### src/rtl/idct_pkg.sv
// Shared widths, types and constants of the 8x8 shift-add inverse transform.
package idct_pkg;

   localparam int LANES       = 8;
   localparam int WORD_W      = 16;
   localparam int ACC_W       = 20;
   localparam int PIX_W       = 12;
   localparam int ROUND_SHIFT = 5;
   localparam int ROUND_ADD   = 16;
   localparam int IDX_W       = $clog2(LANES);
   localparam int CNT_W       = $clog2(LANES + 1);

   localparam logic [IDX_W-1:0] LAST_ROW = IDX_W'(LANES - 1);

   typedef logic signed [WORD_W-1:0] word_type;
   typedef logic signed [ACC_W-1:0]  acc_type;
   typedef logic signed [PIX_W-1:0]  pix_type;

   typedef word_type vec_type [LANES];
   typedef vec_type  mat_type [LANES];
   typedef pix_type  pix_row_type [LANES];
   typedef pix_row_type pix_mat_type [LANES];

endpackage

### src/rtl/idct_xform.sv
// One 8-point shift-add inverse transform lane, results wrapped to 16 bits.
module idct_xform (
   input  idct_pkg::vec_type x,
   output idct_pkg::vec_type y
);
   import idct_pkg::*;

   acc_type e0, e1, e2, e3, q4, q5, q6, q7;
   acc_type s5, s7;
   acc_type p0, p1, p2, p3, p4, p5, p6, p7;
   acc_type r0, r1, r2, r3, r4, r5, r6, r7;

   always_comb begin
      e0 = ACC_W'(x[0]);
      e1 = ACC_W'(x[4]);
      e2 = ACC_W'(x[2]);
      e3 = ACC_W'(x[6]);
      q4 = ACC_W'(x[1]);
      q5 = ACC_W'(x[5]);
      q6 = ACC_W'(x[3]);
      q7 = ACC_W'(x[7]);

      s5 = q5 + q6;
      s7 = q5 - q6;

      p4 = q4 + s5;
      p5 = q4 - s5;
      p6 = q7 + s7;
      p7 = q7 - s7;

      p0 = e0 + e1;
      p1 = e0 - e1;
      p2 = e2 + (e2 >>> 2) + (e3 >>> 1);
      p3 = (e2 >>> 1) - e3 - (e3 >>> 2);

      r4 = (p7 >>> 2) + p4 + (p4 >>> 2) - (p4 >>> 4);
      r7 = (p4 >>> 2) - p7 - (p7 >>> 2) + (p7 >>> 4);
      r5 = p5 - p6 + (p6 >>> 2) + (p6 >>> 4);
      r6 = p6 + p5 - (p5 >>> 2) - (p5 >>> 4);

      r0 = p0 + p2;
      r1 = p1 + p3;
      r2 = p1 - p3;
      r3 = p0 - p2;

      y[0] = WORD_W'(r0 + r4);
      y[1] = WORD_W'(r1 + r5);
      y[2] = WORD_W'(r2 + r6);
      y[3] = WORD_W'(r3 + r7);
      y[4] = WORD_W'(r3 - r7);
      y[5] = WORD_W'(r2 - r6);
      y[6] = WORD_W'(r1 - r5);
      y[7] = WORD_W'(r0 - r4);
   end

endmodule

### config.mk
export PLATFORM = sky130hd
export DESIGN_NAME = idct_xform
export DESIGN_NICKNAME = d
export VERILOG_FILES = /design/src/rtl/idct_pkg.sv /design/src/rtl/idct_xform.sv
export SDC_FILE = /design/constraint.sdc
export NUM_CORES = 1
export LEC_CHECK = 0
export BUFFER_PORTS_ARGS = -buffer_cell sky130_fd_sc_hd__buf_2
export CORE_MARGIN = 2
export CORE_UTILIZATION = 30
export DETAILED_ROUTE_END_ITERATION = 10
export PLACE_DENSITY = 0.53
export SLEW_MARGIN = 20
export SYNTH_ARGS = -nofsm -noshare
export SYNTH_HDL_FRONTEND = slang
export SYNTH_SLANG_ARGS = --single-unit
### constraint.sdc
create_clock -name vclk -period 14.2
set_input_delay 1.42 -clock vclk [all_inputs]
set_output_delay 1.42 -clock vclk [all_outputs]
set_load 0.03 [all_outputs]
==> qor.txt, run 1 <==
status: complete, no violations
Worst-Margin Slew: 0.971 ns
most frequent CP cell: xnor2_1
Detailed Route WL: 63,200 µm
top post-synthesis cells by area: ha_1, fa_1, xnor2_1
highest-count cells in the layout ignoring fill and taps: inv_1, ha_1, xnor2_1, buf_2, a21oi_1
sequential area share after synthesis: 0%
Post-CTS Hold Fix Bufs: 0
Mapped Area: 21,100 µm²
post-synth cell types: 86
fin crit share: 77.5%
nets@finish: 3,663
initial antenna violation count: 10
drt first-iter violations: 864
Yosys Warn Count: 0
largest net degree at the start of global routing: 15
CP endpoint kind: output pin
first-pass GRT wire length: 98,600 µm
routed vias: 18,600
CP arrival: 9.59 ns
starting density of the core: 30.2%
post-route ant nets: 0
Required @ worst endpoint: 12.78 ns
Final Max Slew Viols: 0
DR DRC count: 0
startpoint types: primary input
FF+latch area: 0 µm²
vias in the first global route: 18,300
die height: 269 µm
Setup-failing EPs final: 0
slowest stage delay, CP: 0.71 ns
postcts setup bufs: 0
HPWL after DPL: 57,600 µm
Overflow after GRT: 0
routability congestion estimate from global placement: 0.911
Die Wd: 269 µm
RSZ-0062 raised after global routing: false
area grow syn2layout: 10.2%
Synth Area per Inst: 7.62 µm²
layout cell share with drive strength beyond 1: 10.1%
CTS resizes: 0
sequential cells: 0
vias per inst: 4.75
clkbuf count: 0
die area: 72,400 µm²
total negative slack: 0 ns
Synth area leader: ha_1
# rows: 97
Fin. Hold Viols: 0
total core area: 69,800 µm²
relative slew slack: 34.8%
drt pass-1 iters: 5
worst min path class: in2out
most common cell after layout, fill and taps aside: inv_1
Crit Path Max Fanout: 7
crit path kind: in2out
# IOs: 256
GRT Total Usage: 17.1%
Worst path slowest cell: a2111oi_0
min Tclk post-route: 11.01 ns
Post-Syn Instances: 2,764
max-cap violations: 0
achievable frequency: 0.0908 GHz
syn nets: 3,463
Synth top area share: 25.2%
WL/cell: 16.2 µm
Port Buf Inserts: 256
==> logic make-up (layout without fill, tap and decap cells) <==
| group | after synthesis | in the layout | synth area share [%] |
|---|---|---|---|
| adder cells (fa/ha/maj) | 574 | 574 | 39.3 |
| buffers and inverters | 579 | 777 | 10.8 |
| other | 0 | 5 | 0 |
| AND/OR/NAND/NOR | 551 | 551 | 12.8 |
| XOR/XNOR | 376 | 376 | 16.1 |
| multiplexers | 9 | 9 | 0.427 |
| AO/OA/AOI/OAI | 675 | 675 | 20.6 |
==> area by class of cell <==
type / count / area [µm²]
Fill cell: 7542 / 46600
Antenna cell: 5 / 12.5
Tap cell: 940 / 1180
Timing Repair Buffer: 258 / 1300
Multi-Input combinational cell: 2185 / 18800
Inverter: 519 / 1950
==> stage by stage <==
stage          cell area (µm²)  instances  util, %  setup WS, ns  hold WS, ns
5_1_grt                  23200       3905     33.3          2.48         3.98
3_3_place_gp             23200       3902     33.3          3.30         3.91
2_1_floorplan            21100       2764        -          4.28         3.47
3_5_place_dp             23200       3902     33.3          3.10         3.91
4_1_cts                  23200       3902     33.3          3.06         3.92
6_report                 23200       3907     33.3          3.19         3.88
==> cell usage after synthesis, drive strengths merged (4+ instances only) <==
library cell / count
inv: 518
ha: 424
xnor2: 270
a21oi: 242
nor2: 206
fa: 147
o21ai: 122
xor2: 101
o21bai: 81
nand2: 78
nor3: 63
a21o: 59
clkbuf: 48
nor2b: 41
nand2b: 29
nand3: 29
and3: 28
a31oi: 21
o31ai: 16
o21a: 14
a211oi: 13
or3: 13
nor3b: 12
a221oi: 11
or4: 11
a21boi: 10
buf: 10
a2111o: 9
mux2i: 9
nand4: 9
nor4: 9
o21ba: 9
a211o: 8
a2111oi: 7
a31o: 7
o211ai: 7
o31a: 6
o41ai: 6
and2: 5
nor4b: 5
or2: 5
xnor3: 4
==> routing by layer <==
metal,GRT usage (%),part of all wire [%]
met5,0,0.089
met4,1.76,1.2
met3,1.01,3.3
met2,32.0,50
met1,22.3,45
==> path summary, 6_finish.rpt <==
check | from | endpoint | cells after the start
max | x[32] | y[127] | 35
min | x[97] | y[32] | 5
==> worst max-delay path, delay by kind of cell <==
kind / cells / cell delay, ns
compound gates: 11 / 2.83
fa+ha+maj: 6 / 2.14
xor+xnor: 6 / 1.67
simple gates: 8 / 1.10
buf+inv: 4 / 0.41
Power of run 1 is left out: the tool's default activity adds up to more than one toggle a clock period on the data nets, which glitch-free logic cannot reach.
==> inputs of run 2 (changes only) <==
==> constraint.sdc (replaced) <==
create_clock -name vclk -period 11.05
set_input_delay 1.105 -clock vclk [all_inputs]
set_output_delay 1.105 -clock vclk [all_outputs]
set_load 0.03 [all_outputs]
==> qor.txt, run 2 (synthesized netlist as in run 1, its figures left out) <==
crit path kind: in2out
CP arrival: 9.02 ns
GRT Total Usage: 17.1%
vias per inst: 4.73
nets@finish: 3,676
Fin. Hold Viols: 0
fin crit share: 91.6%
achievable frequency: 0.0988 GHz
total negative slack: 0 ns
Post-CTS Hold Fix Bufs: 0
drt first-iter violations: 842
Required @ worst endpoint: 9.95 ns
# rows: 97
FF+latch area: 0 µm²
highest-count cells in the layout ignoring fill and taps: inv_1, ha_1, xnor2_1, buf_2, a21oi_1
HPWL after DPL: 57,800 µm
Port Buf Inserts: 256
drt pass-1 iters: 5
Worst-Margin Slew: 0.876 ns
Die Wd: 269 µm
area grow syn2layout: 10.7%
routed vias: 18,500
DR DRC count: 0
clkbuf count: 0
sequential cells: 0
die height: 269 µm
post-route ant nets: 0
max-cap violations: 0
relative slew slack: 40.1%
worst min path class: in2out
Detailed Route WL: 63,300 µm
startpoint types: primary input
Crit Path Max Fanout: 9
largest net degree at the start of global routing: 15
Crit. Startpoint: x[65]
WL/cell: 16.1 µm
Overflow after GRT: 0
postcts setup bufs: 0
Final Max Slew Viols: 0
starting density of the core: 30.2%
Worst path slowest cell: xnor2_1
die area: 72,400 µm²
# IOs: 256
RSZ-0062 raised after global routing: false
vias in the first global route: 18,200
first-pass GRT wire length: 98,000 µm
Critical Path End: y[127]
CP endpoint kind: output pin
initial antenna violation count: 16
slowest stage delay, CP: 0.64 ns
total core area: 69,800 µm²
cell area after placement: 23,300 µm²
most common cell after layout, fill and taps aside: inv_1
start point of the worst min-delay path: x[97]
placed cells: 3,915
min Tclk post-route: 10.12 ns
layout cell share with drive strength beyond 1: 10.5%
fin cells: 3,923
status: complete, no violations
Final Cell Area: 23,300 µm²
routability congestion estimate from global placement: 0.916
Setup-failing EPs final: 0
CTS resizes: 0
run 2: cell count changes in the layout (fill, tap and decap cells not counted):
cell,before,now
xor2_2,0,1
buf_4,2,15
diode_2,5,8
xor2_1,101,100
run 2: worst max-delay path: cells and delay by family:
family / cells / cell delay, ns
XOR/XNOR: 5 / 1.55
AO/OA/AOI/OAI: 15 / 3.14
AND/OR/NAND/NOR: 6 / 0.59
buffers and inverters: 4 / 0.43
adder cells (fa/ha/maj): 6 / 2.21
run 2: routing by layer:
| metal | vias up | part of all wire [%] | global-route usage (%) |
|---|---|---|---|
| met4 | 14 | 1.4 | 2.24 |
| met5 | - | 0.14 | 0 |
| met2 | 291 | 50 | 32.0 |
| li1 | 9585 | - | - |
| met1 | 8608 | 46 | 21.9 |
| met3 | 51 | 3.0 | 1.03 |
run 2: area by class of cell:
| cell class | instances | area (µm²) |
|---|---|---|
| repair buffers | 271 | 1390 |
| fillers | 7590 | 46400 |
| diodes | 8 | 20.0 |
| well taps | 940 | 1180 |
| multi-input cells | 2185 | 18800 |
| inverters | 519 | 1950 |
run 2: worst min path at each step:
stage	cells past startpoint	endpoint	slack (ns)
5_1_grt	5	y[80]	3.39
6_report	5	y[80]	3.29
2_1_floorplan	3	y[0]	2.84
4_1_cts	5	y[80]	3.30
3_3_place_gp	5	y[32]	3.29
3_5_place_dp	5	y[80]	3.30
run 2: through the flow:
step	worst slack, ns	hold slack, ns	util [%]
2_1_floorplan	1.76	2.84	-
3_3_place_gp	0.943	3.29	33.4
3_5_place_dp	0.849	3.30	33.4
4_1_cts	0.815	3.30	33.4
5_1_grt	0.0844	3.39	33.4
6_report	0.925	3.29	33.4
Power of run 2 is left out for the same reason.
